<file path="src/sv/spf_pkg.sv">
// Shared types and constants for the servo packet framer.
`default_nettype none

package spf_pkg;

    localparam logic [7:0] SYNC_BYTE = 8'hFF;
    localparam logic [7:0] SHORT_LEN = 8'd2;
    localparam logic [7:0] HDR_EXTRA = 8'd3;

    // command kinds handed from front to back
    localparam logic [1:0] K_LONG  = 2'd0;
    localparam logic [1:0] K_SHORT = 2'd1;
    localparam logic [1:0] K_PAY   = 2'd2;

    // byte sequencer steps
    localparam logic [2:0] ST_SYNC0 = 3'd0;
    localparam logic [2:0] ST_SYNC1 = 3'd1;
    localparam logic [2:0] ST_ID    = 3'd2;
    localparam logic [2:0] ST_LEN   = 3'd3;
    localparam logic [2:0] ST_INST  = 3'd4;
    localparam logic [2:0] ST_ADDR  = 3'd5;
    localparam logic [2:0] ST_DATA  = 3'd6;
    localparam logic [2:0] ST_CKS   = 3'd7;

    localparam int IN_TDATA_W = 40;

    typedef struct packed {
        logic [1:0] kind;
        logic [7:0] id;
        logic [7:0] inst;
        logic [7:0] addr;
        logic [7:0] len;
        logic [7:0] data;
        logic [7:0] cks;
        logic       has_cks;
    } t_cmd;

endpackage

`default_nettype wire

</file>
<file path="src/sv/spf_front.sv">
// Front end: accepts items, tracks packet position and checksum, builds commands.
`default_nettype none

module spf_front import spf_pkg::*; #(
    parameter int MAX_PAYLOAD = 64
) (
    input  wire logic                  i_clk,
    input  wire logic                  i_rst_n,
    input  wire logic                  i_vld,
    output logic                       o_rdy,
    input  wire logic [IN_TDATA_W-1:0] i_data,
    output logic                       o_cmd_vld,
    output t_cmd                       o_cmd,
    input  wire logic                  i_cmd_rdy
);

    localparam int BL_W = $clog2(MAX_PAYLOAD + 1);

    logic [BL_W-1:0] r_bytes_left, n_bytes_left;
    logic [7:0]      r_sum, n_sum;

    logic [7:0] id, inst, addr, data;
    logic [6:0] plen;
    logic [7:0] nsat;
    logic [7:0] sum_first;
    logic [7:0] sum_pay;
    logic [7:0] len_long;
    logic       accept;
    t_cmd       cmd;

    assign id   = i_data[7:0];
    assign inst = i_data[15:8];
    assign addr = i_data[23:16];
    assign plen = i_data[30:24];
    assign data = i_data[38:31];

    assign nsat      = ({1'b0, plen} > 8'(MAX_PAYLOAD)) ? 8'(MAX_PAYLOAD) : {1'b0, plen};
    assign len_long  = nsat + HDR_EXTRA;
    assign sum_first = id + len_long + inst + addr + data;
    assign sum_pay   = r_sum + data;

    assign o_rdy     = i_cmd_rdy;
    assign o_cmd_vld = i_vld;
    assign accept    = i_vld && i_cmd_rdy;
    assign o_cmd     = cmd;

    always_comb begin
        cmd          = '0;
        cmd.id       = id;
        cmd.inst     = inst;
        cmd.addr     = addr;
        cmd.data     = data;
        n_bytes_left = r_bytes_left;
        n_sum        = r_sum;
        if (r_bytes_left != '0) begin
            cmd.kind     = K_PAY;
            n_bytes_left = r_bytes_left - BL_W'(1);
            cmd.has_cks  = (n_bytes_left == '0);
            cmd.cks      = ~sum_pay;
            n_sum        = cmd.has_cks ? 8'd0 : sum_pay;
        end else if (plen == 7'd0) begin
            cmd.kind    = K_SHORT;
            cmd.len     = SHORT_LEN;
            cmd.has_cks = 1'b1;
            cmd.cks     = ~(id + SHORT_LEN + inst);
            n_sum       = 8'd0;
        end else begin
            cmd.kind     = K_LONG;
            cmd.len      = len_long;
            n_bytes_left = BL_W'(nsat - 8'd1);
            cmd.has_cks  = (n_bytes_left == '0);
            cmd.cks      = ~sum_first;
            n_sum        = cmd.has_cks ? 8'd0 : sum_first;
        end
    end

    always_ff @(posedge i_clk) begin
        if (!i_rst_n) begin
            r_bytes_left <= '0;
            r_sum        <= 8'd0;
        end else if (accept) begin
            r_bytes_left <= n_bytes_left;
            r_sum        <= n_sum;
        end
    end

endmodule

`default_nettype wire

</file>
<file path="src/sv/spf_queue.sv">
// Short command queue between front and back.
`default_nettype none

module spf_queue import spf_pkg::*; #(
    parameter int DEPTH = 4
) (
    input  wire logic i_clk,
    input  wire logic i_rst_n,
    input  wire logic i_push,
    input  t_cmd      i_cmd,
    output logic      o_full,
    input  wire logic i_pop,
    output logic      o_vld,
    output t_cmd      o_cmd
);

    localparam int AW = $clog2(DEPTH);
    localparam int CW = $clog2(DEPTH + 1);

    t_cmd            r_mem [DEPTH];
    logic [AW-1:0]   r_wr_ptr, r_rd_ptr;
    logic [CW-1:0]   r_count;
    logic            do_push, do_pop;

    assign o_full  = (r_count == CW'(DEPTH));
    assign o_vld   = (r_count != '0);
    assign o_cmd   = r_mem[r_rd_ptr];
    assign do_push = i_push && !o_full;
    assign do_pop  = i_pop && o_vld;

    always_ff @(posedge i_clk) begin
        if (do_push) begin
            r_mem[r_wr_ptr] <= i_cmd;
        end
    end

    always_ff @(posedge i_clk) begin
        if (!i_rst_n) begin
            r_wr_ptr <= '0;
            r_rd_ptr <= '0;
            r_count  <= '0;
        end else begin
            if (do_push) begin
                r_wr_ptr <= (r_wr_ptr == AW'(DEPTH - 1)) ? '0 : r_wr_ptr + AW'(1);
            end
            if (do_pop) begin
                r_rd_ptr <= (r_rd_ptr == AW'(DEPTH - 1)) ? '0 : r_rd_ptr + AW'(1);
            end
            if (do_push && !do_pop) begin
                r_count <= r_count + CW'(1);
            end else if (do_pop && !do_push) begin
                r_count <= r_count - CW'(1);
            end
        end
    end

endmodule

`default_nettype wire

</file>
<file path="src/sv/spf_back.sv">
// Back end: steps through each command's bytes into the output register.
`default_nettype none

module spf_back import spf_pkg::*; (
    input  wire logic i_clk,
    input  wire logic i_rst_n,
    input  wire logic i_cmd_vld,
    input  t_cmd      i_cmd,
    output logic      o_cmd_pop,
    output logic      o_vld,
    input  wire logic i_rdy,
    output logic [7:0] o_byte,
    output logic      o_last
);

    logic       r_active;
    logic [2:0] r_step;
    logic       r_out_vld;
    logic [7:0] r_out_byte;
    logic       r_out_last;

    logic [2:0] cur_step, start_step, next_step;
    logic [7:0] cur_byte;
    logic       load, final_step;

    always_comb begin
        unique case (i_cmd.kind)
            K_PAY:   start_step = ST_DATA;
            default: start_step = ST_SYNC0;
        endcase
    end

    assign cur_step   = r_active ? r_step : start_step;
    assign final_step = (cur_step == ST_CKS) || (cur_step == ST_DATA && !i_cmd.has_cks);
    assign next_step  = (i_cmd.kind == K_SHORT && cur_step == ST_INST) ? ST_CKS
                                                                       : cur_step + 3'd1;
    assign load       = i_cmd_vld && (!r_out_vld || i_rdy);
    assign o_cmd_pop  = load && final_step;

    always_comb begin
        unique case (cur_step)
            ST_SYNC0: cur_byte = SYNC_BYTE;
            ST_SYNC1: cur_byte = SYNC_BYTE;
            ST_ID:    cur_byte = i_cmd.id;
            ST_LEN:   cur_byte = i_cmd.len;
            ST_INST:  cur_byte = i_cmd.inst;
            ST_ADDR:  cur_byte = i_cmd.addr;
            ST_DATA:  cur_byte = i_cmd.data;
            default:  cur_byte = i_cmd.cks;
        endcase
    end

    always_ff @(posedge i_clk) begin
        if (!i_rst_n) begin
            r_active  <= 1'b0;
            r_step    <= ST_SYNC0;
            r_out_vld <= 1'b0;
        end else begin
            if (load) begin
                r_active  <= !final_step;
                r_step    <= next_step;
                r_out_vld <= 1'b1;
            end else if (i_rdy) begin
                r_out_vld <= 1'b0;
            end
        end
    end

    always_ff @(posedge i_clk) begin
        if (load) begin
            r_out_byte <= cur_byte;
            r_out_last <= (cur_step == ST_CKS);
        end
    end

    assign o_vld  = r_out_vld;
    assign o_byte = r_out_byte;
    assign o_last = r_out_last;

endmodule

`default_nettype wire

</file>
<file path="src/sv/servo_packet_framer.sv">
// Top level of the servo instruction packet framer.
//
//  channel   dir  handshake                     payload
//  s_axis    in   s_axis_tvalid/s_axis_tready   tdata: id, instruction, addr, length, data byte
//  m_axis    out  m_axis_tvalid/m_axis_tready   tdata: packet byte; tlast: checksum byte
//
// An item is taken every cycle while the command queue has room.
// The output runs one byte per cycle while m_axis_tready is high and the queue is not empty:
// 6 to 8 bytes for a packet's first item, 1 or 2 after; the back end byte sequencer sets
// the sustained rate. Synchronous active-low reset clears both ends and empties the queue.
// A stalled output holds its byte; the front keeps taking items until the queue fills.
`default_nettype none

module servo_packet_framer import spf_pkg::*; #(
    parameter int MAX_PAYLOAD = 64,
    parameter int QUEUE_DEPTH = 4
) (
    input  wire logic                  i_clk,
    input  wire logic                  i_rst_n,
    input  wire logic                  s_axis_tvalid,
    output logic                       s_axis_tready,
    // [7:0] servo_id, [15:8] instruction, [23:16] mem_addr,
    // [30:24] payload_len, [38:31] data_byte, [39] zero
    input  wire logic [IN_TDATA_W-1:0] s_axis_tdata,
    output logic                       m_axis_tvalid,
    input  wire logic                  m_axis_tready,
    // [7:0] tx_byte
    output logic [7:0]                 m_axis_tdata,
    output logic                       m_axis_tlast
);

    logic cmd_vld_f, cmd_rdy_f, q_full, q_vld, q_pop;
    t_cmd cmd_f, cmd_q;

    assign cmd_rdy_f = !q_full;

    spf_front #(
        .MAX_PAYLOAD (MAX_PAYLOAD)
    ) u_front (
        .i_clk     (i_clk),
        .i_rst_n   (i_rst_n),
        .i_vld     (s_axis_tvalid),
        .o_rdy     (s_axis_tready),
        .i_data    (s_axis_tdata),
        .o_cmd_vld (cmd_vld_f),
        .o_cmd     (cmd_f),
        .i_cmd_rdy (cmd_rdy_f)
    );

    spf_queue #(
        .DEPTH (QUEUE_DEPTH)
    ) u_queue (
        .i_clk   (i_clk),
        .i_rst_n (i_rst_n),
        .i_push  (cmd_vld_f),
        .i_cmd   (cmd_f),
        .o_full  (q_full),
        .i_pop   (q_pop),
        .o_vld   (q_vld),
        .o_cmd   (cmd_q)
    );

    spf_back u_back (
        .i_clk     (i_clk),
        .i_rst_n   (i_rst_n),
        .i_cmd_vld (q_vld),
        .i_cmd     (cmd_q),
        .o_cmd_pop (q_pop),
        .o_vld     (m_axis_tvalid),
        .i_rdy     (m_axis_tready),
        .o_byte    (m_axis_tdata),
        .o_last    (m_axis_tlast)
    );

endmodule

`default_nettype wire

</file>
<file path="config.mk">
export PLATFORM = sky130hd
export DESIGN_NAME = servo_packet_framer
export DESIGN_NICKNAME = d
export VERILOG_FILES = /design/src/sv/spf_pkg.sv /design/src/sv/spf_front.sv /design/src/sv/spf_queue.sv /design/src/sv/spf_back.sv /design/src/sv/servo_packet_framer.sv
export SDC_FILE = /design/constraint.sdc
export NUM_CORES = 1
export LEC_CHECK = 0
export BUFFER_PORTS_ARGS = -buffer_cell sky130_fd_sc_hd__buf_2
export CORE_MARGIN = 3
export CORE_UTILIZATION = 60
export CTS_CLUSTER_DIAMETER = 200
export DETAILED_ROUTE_END_ITERATION = 16
export GPL_TIMING_DRIVEN = 0
export PLACE_DENSITY = 0.78
export SKIP_LAST_GASP = 1
export SYNTH_ARGS = -nofsm -noshare
export SYNTH_HDL_FRONTEND = slang
export SYNTH_SLANG_ARGS = --single-unit
export TNS_END_PERCENT = 30
</file>
<file path="constraint.sdc">
create_clock -name i_clk -period 3.8 [get_ports i_clk]
set_clock_uncertainty 0.1 [all_clocks]
set_input_delay 0 -clock i_clk [delete_from_list [all_inputs] [get_ports i_clk]]
set_output_delay 0 -clock i_clk [all_outputs]
set_load 0.01 [all_outputs]
</file>
==> results.ini, run 1 <==
[power]
vdd_drop_max_mv = 0.376
p_leak_nw = 4.81
p_sw_share_pct = 33.6
clkPwrFrac_pct = 24.8
combPwrFrac_pct = 34.8
internal-power_mw = 6.15
switchingPower_mw = 3.11
power_density_mw_per_mm2 = 695
pwr-share-seq_pct = 40.4
finalPower_mw = 9.26

[yosys]
yosys.area.top_type = edfxtp_1
avgSynthCellArea_um2 = 15.3
synth_cell_types = 64
syn-instance-count = 748
ys_warn_count = 0
synth-seq-cells = 242
synth_edf_count = 213
async_flop_share_pct = 0
synth.most_common_cell = edfxtp_1
synth_ff_type = edfxtp_1
yosysTopAreaCellShare_pct = 55.8
seq_area_frac_synth_pct = 60.9
synth_area_mm2 = 0.0115
synthTopCellsByCount = 213 x edfxtp_1, 55 x inv_1, 49 x mux4_2
synthTopCellsByArea = edfxtp_1 56%, mux4_2 9.6%, dfxtp_1 5.1%

[outcome]
violations = negative setup slack
status = finished with violations

[timing]
slew_viol_final = 0
relSlewSlack_pct = 26.4
fin_crit_sh_pct = 101
fin_crit_ns = 3.82
rsz0062_at_grt = true
worstMarginPinSlew_ns = 1.10
hold_violations = 0
setup_viol = 1
fmax_mhz = 262
finalWorstSetupSlack_ns = -0.0241
hold_ws_ns = 0.0355
fin_tns_setup_ns = -0.0241

[clocking]
clkLatencyLatePin_ns = 0.52
cts.sink_count = 242
cts_buffers = 25
clkTransAtPathRegs_ns = 0.07
cts_root_buffer = clkbuf_16
cts_max_path_buffers = 3
htree_levels = 1
cts_tree = built

[global_routing]
grt_max_degree = 33
grt_pass1_wl_um = 42100
grt_usage_pct = 27.4
grt_antenna_before_repair = 0
grt-ovfl-total = 0
grt_pass1_vias = 7436

[placement]
place.gp.congestion = 0.893
dpl.hpwl_um = 18800
portBuffers = 51
dp.cells = 1036

[worst_setup_path]
crit_type = register to register
crit_buf_inv = 3
crit_slowest_cell = mux4_2
critical-path-top-delay-family = simple AND/OR/NAND/NOR gates
critPathMaxStageDelay_ns = 0.54
worstPathArrival_ns = 3.99
worstSetupStartpointType = register
critPathRequiredTime_ns = 3.96
critPathMaxFanout = 10
endpoint_kind = register
path_cells = buf_6, mux4_2, or3b_4, nand2_1, inv_1, ha_1, clkbuf_1, nor3_4, o221ai_1, a21o_1

[final_layout]
syn2layout_area_growth_pct = 16.3
drive_above_1_share_pct = 20.5
antenna_cells = 0
nFillCells = 1134
final_nets = 984
instances_no_fill = 1118

[run]
cap_viol_max_count = 0

[floorplan]
die_x_um = 144
fp.coreArea_mm2 = 0.0183
ioPinCount = 55
dieArea_mm2 = 0.0208
die_h_um = 144
initial_core_util_pct = 62.5
row_count = 49

[drt]
dr.first_iter.drc_count = 703
wl_per_cell_um = 24.7
final_antenna_net_count = 0
drc = 0
dr.pass1.iters = 5
wirelength_um = 27600
via_per_inst = 6.39
vias = 7149

[min_path]
hold_path_class = input port to register

routing by layer:
layer,share of wire (%),global-route usage [%],routed length [um]
met1,39,36.9,10800
met4,3.6,10.4,1010
met5,0,0,0
met3,8.1,4.89,2240
met2,49,45.2,13600
layout by cell type, fill, tap and decap left out, types with 5 or more instances in the layout:
cell type      Yosys  routed
edfxtp_1         213     213
inv_1             55      54
buf_2              3      54
mux4_2            49      49
ha_1              44      43
dlygate4sd3_1      0      38
nor2_1            34      34
nand2_1           33      33
dfxtp_1           29      29
clkbuf_1          21      28
clkbuf_16          0      25
a21oi_1           25      24
fa_1              23      23
xnor2_1           24      22
o21ai_0           18      18
nand3_1           13      13
mux2i_1           13      12
a21o_1            11      11
nor3_1            11      10
a221oi_1           8       8
a221oi_2           7       7
nand2b_1           7       7
xor2_1             7       7
o221ai_1           6       6
nor2b_1            7       6
clkinv_1           1       5
o211ai_1           5       5
nor3b_1            5       5
a21boi_0           5       5
through the flow:
step / cell area [um^2] / setup WS [ns] / utilization [%]
after detailed placement: 12100 / -0.666 / 66.0
after floorplan: 11500 / 0.335 / -
after global placement: 12000 / -0.604 / 65.5
after CTS: 13300 / -0.103 / 72.3
final: 13300 / -0.0241 / 72.7
after global routing: 13300 / -0.137 / 72.7
worst reg2reg max path, cell delays in order, from the launching register on:
cell      delay [ns]
dfxtp_1         0.33
buf_6           0.17
mux4_2          0.54
or3b_4          0.42
nand2_1         0.16
inv_1           0.09
ha_1            0.22
clkbuf_1        0.39
nor3_4          0.54
o221ai_1        0.35
a21o_1          0.27
final timing paths:
| path | to | from | slack, ns | cells past startpoint |
|---|---|---|---|---|
| setup / recovery | u_back.o_byte[4] | register | -0.02 | 10 |
| hold / removal | u_front.r_bytes_left[6] | s_axis_tdata[30] | 0.04 | 5 |
| setup reg to reg | u_back.o_byte[4] | register | -0.02 | 10 |
| hold reg to reg | u_back.o_vld | u_back.o_vld | 0.39 | 2 |
sequential cells by signal, indices dropped and copies added, names as in the netlist, named ones only:
signal                count
u_back.o_byte             8
u_back.o_last             1
u_back.o_vld              1
u_back.r_active           1
u_back.r_step             3
u_front.r_bytes_left      7
u_front.r_sum             8
u_queue.r_count           3
u_queue.r_mem           204
u_queue.r_rd_ptr          2
u_queue.r_wr_ptr          2
power groups by stage:
stage               registers [mW]  logic [mW]  clock network, mW
floorplan                     3.77        2.03                  0
global placement              3.77        2.91                  0
detailed placement            3.79        3.05                  0
CTS                           3.73        3.12               2.32
global route                  3.78        3.50               2.42
finish                        3.74        3.23               2.29
logic make-up after synthesis:
group	count (synthesis)	synth area share, %
flip-flops	242	60.9
AND/OR/NAND/NOR	130	5.55
AO/OA/AOI/OAI	123	8.06
buffers and inverters	88	3.08
adder cells (fa/ha/maj)	67	8.83
multiplexers	66	11.2
XOR/XNOR	31	2.37
other	1	0.0327
what timing repair did:
item,in CTS,in global routing
pin swaps,0,1
gates resized for setup,4,10
endpoints found under the hold margin,148,0
hold buffers,38,0
endpoints found under the setup margin,14,22
buffers inserted,0,2
cell type report:
type	count	area (um^2)	area share (%)
buffer	30	139	1.04
clock buffer	33	656	4.92
clock inverter	10	101	0.761
inverter	57	216	1.62
multi-input combinational	421	4210	31.6
sequential	242	6980	52.4
tap	229	287	2.15
timing repair buffer	96	738	5.54
Note: power is estimated with default switching activity, not from simulation.
==> run 2, diff against run 1 <==
--- a/config.mk
+++ b/config.mk
@@ -5,13 +5,14 @@
 export SDC_FILE = /design/constraint.sdc
 export NUM_CORES = 1
 export LEC_CHECK = 0
-export BUFFER_PORTS_ARGS = -buffer_cell sky130_fd_sc_hd__buf_2
+export CAP_MARGIN = 20
 export CORE_MARGIN = 3
 export CORE_UTILIZATION = 60
 export CTS_CLUSTER_DIAMETER = 200
 export DETAILED_ROUTE_END_ITERATION = 16
+export DONT_BUFFER_PORTS = 1
 export GPL_TIMING_DRIVEN = 0
-export PLACE_DENSITY = 0.78
+export PLACE_DENSITY = 0.76
 export SKIP_LAST_GASP = 1
 export SYNTH_ARGS = -nofsm -noshare
 export SYNTH_HDL_FRONTEND = slang
==> run 2 against run 1 <==
Against the previous run: the flow still finishes with violations (negative setup slack); critical path type unchanged; die area did not move; critical endpoint is now u_back.o_byte[2]; worst setup slack got worse by 0.037 ns; largest cell class unchanged; non-clock buffer count fell by 41; clock power rose by 8%.
==> results.ini, run 2 (synthesis results as in run 1) <==
[outcome]
status = finished with violations
violations = negative setup slack

[floorplan]
dieArea_mm2 = 0.0208
die_h_um = 144
initial_core_util_pct = 62.5
fp.coreArea_mm2 = 0.0183
ioPinCount = 55
die_x_um = 144
row_count = 49

[final_layout]
largest_reg_flops = 204
layout_commonest_cell = edfxtp_1
final_cell_mix = 213 x edfxtp_1, 54 x inv_1, 49 x mux4_2
syn2layout_area_growth_pct = 15.4
final_nets = 943
antenna_cells = 0
top_register = u_queue.r_mem
nFillCells = 1117
final_area_mm2 = 0.0132
instances_no_fill = 1080
drive_above_1_share_pct = 15.7

[drt]
wirelength_um = 27800
drc = 0
final_antenna_net_count = 0
vias = 6968
dr.pass1.iters = 5
dr.first_iter.drc_count = 593
via_per_inst = 6.45
wl_per_cell_um = 25.7

[worst_setup_path]
path_cells = buf_6, mux4_2, or3b_4, nand2_1, inv_1, ha_1, clkbuf_1, a221oi_1, o211ai_1, a21o_1
critical-path-top-delay-family = compound AO/OA/AOI/OAI gates
worstPathArrival_ns = 4.03
critPathRequiredTime_ns = 3.97
crit_type = register to register
crit_buf_inv = 3
worstSetupStartpointType = register
critPathMaxFanout = 10
endpoint_kind = register
crit_slowest_cell = a221oi_1
critPathMaxStageDelay_ns = 0.70

[min_path]
hold_path_class = input port to register

[timing]
fin_crit_sh_pct = 102
rsz0062_at_grt = true
worstMarginPinSlew_ns = 1.07
slew_viol_final = 0
fin_crit_ns = 3.86
fmax_mhz = 259
hold_violations = 0
hold_ws_ns = 0.0214
setup_viol = 2
relSlewSlack_pct = 28.9
finalWorstSetupSlack_ns = -0.0616

[placement]
portBuffers = 0
dp.cells = 984
dpl.hpwl_um = 18400
placed_area_mm2 = 0.0118
place.gp.congestion = 0.871

[clocking]
clkLatencyLatePin_ns = 0.52
cts.sink_count = 242
htree_levels = 1
clkTransAtPathRegs_ns = 0.06
cts_root_buffer = clkbuf_16
cts_max_path_buffers = 3
cts_buffers = 25
cts_tree = built

[power]
combPwrFrac_pct = 33.2
switchingPower_mw = 3.10
pwr-share-seq_pct = 40.3
power_density_mw_per_mm2 = 708
internal-power_mw = 6.26
vdd_drop_max_mv = 0.403
p_sw_share_pct = 33.1
p_leak_nw = 4.68
clkPwrFrac_pct = 26.5

[global_routing]
grt_use_met1_pct = 38.5
grt-ovfl-total = 0
grt_antenna_before_repair = 1
grtUsageMet3_pct = 5.06
grt_pass1_vias = 7163
grt_max_degree = 30
grt_pass1_wl_um = 42000
use_met2_pct = 44.7
grt.busiest_layer = met2
grt_usage_pct = 27.3

[run]
cap_viol_max_count = 0

-- run 2: cell type report --
cell class              count  area, um^2  area share (%)
clock buffers              34         669            5.06
plain buffers              31         139            1.05
well taps                 229         287            2.17
repair buffers             54         573            4.34
clock inverters            12         160            1.21
flip-flops and latches    242        6980            52.8
inverters                  57         218            1.65
multi-input cells         421        4190            31.7
-- run 2: metrics by stage --
stage               setup WS [ns]  total power, mW  utilization [%]  TNS (ns)
finish                    -0.0616             9.35             72.1   -0.0694
detailed placement         -0.612             6.73             64.6    -10.47
CTS                        -0.112             9.29             71.7    -0.221
global placement           -0.404             6.59             64.1     -6.29
floorplan                   0.335             5.80                -         0
global route              -0.0738             9.78             72.1    -0.327
-- run 2: path summary, 6_finish.rpt --
kind                                        from                   end  slack [ns]  depth (start not counted)
worst max-delay path                    register      u_back.o_byte[2]       -0.06                         10
worst min-delay path            s_axis_tdata[25]  u_queue.r_mem[3][20]        0.02                          4
worst max register to register          register      u_back.o_byte[2]       -0.06                         10
worst min register to register  u_front.r_sum[4]      u_front.r_sum[4]        0.41                          2
-- run 2: power by group through the flow --
stage / clock network (mW) / registers [mW] / logic (mW)
after floorplan: 0 / 3.77 / 2.03
after detailed placement: 0 / 3.82 / 2.91
final: 2.48 / 3.77 / 3.10
after global routing: 2.61 / 3.81 / 3.36
after CTS: 2.50 / 3.77 / 3.02
after global placement: 0 / 3.81 / 2.78
-- run 2: worst reg2reg max path: stages, from the launching register on --
cell and delay [ns]:
dfxtp_1 0.32, buf_6 0.17, mux4_2 0.55, or3b_4 0.41, nand2_1 0.16, inv_1 0.09, ha_1 0.21, clkbuf_1 0.42
a221oi_1 0.71, o211ai_1 0.26, a21o_1 0.22
-- run 2: metal layers --
metal  wire, um  part of all wire (%)
met5         13                 0.047
met4        702                   2.5
met3       2390                   8.6
met2      13700                    49
met1      11000                    40
-- run 2: repair_timing --
item	in CTS	in global routing
hold buffers	46	1
endpoints found under the setup margin	13	18
gates resized for setup	4	7
pin swaps	0	2
setup buffers	0	3
hold endpoints to repair	182	4
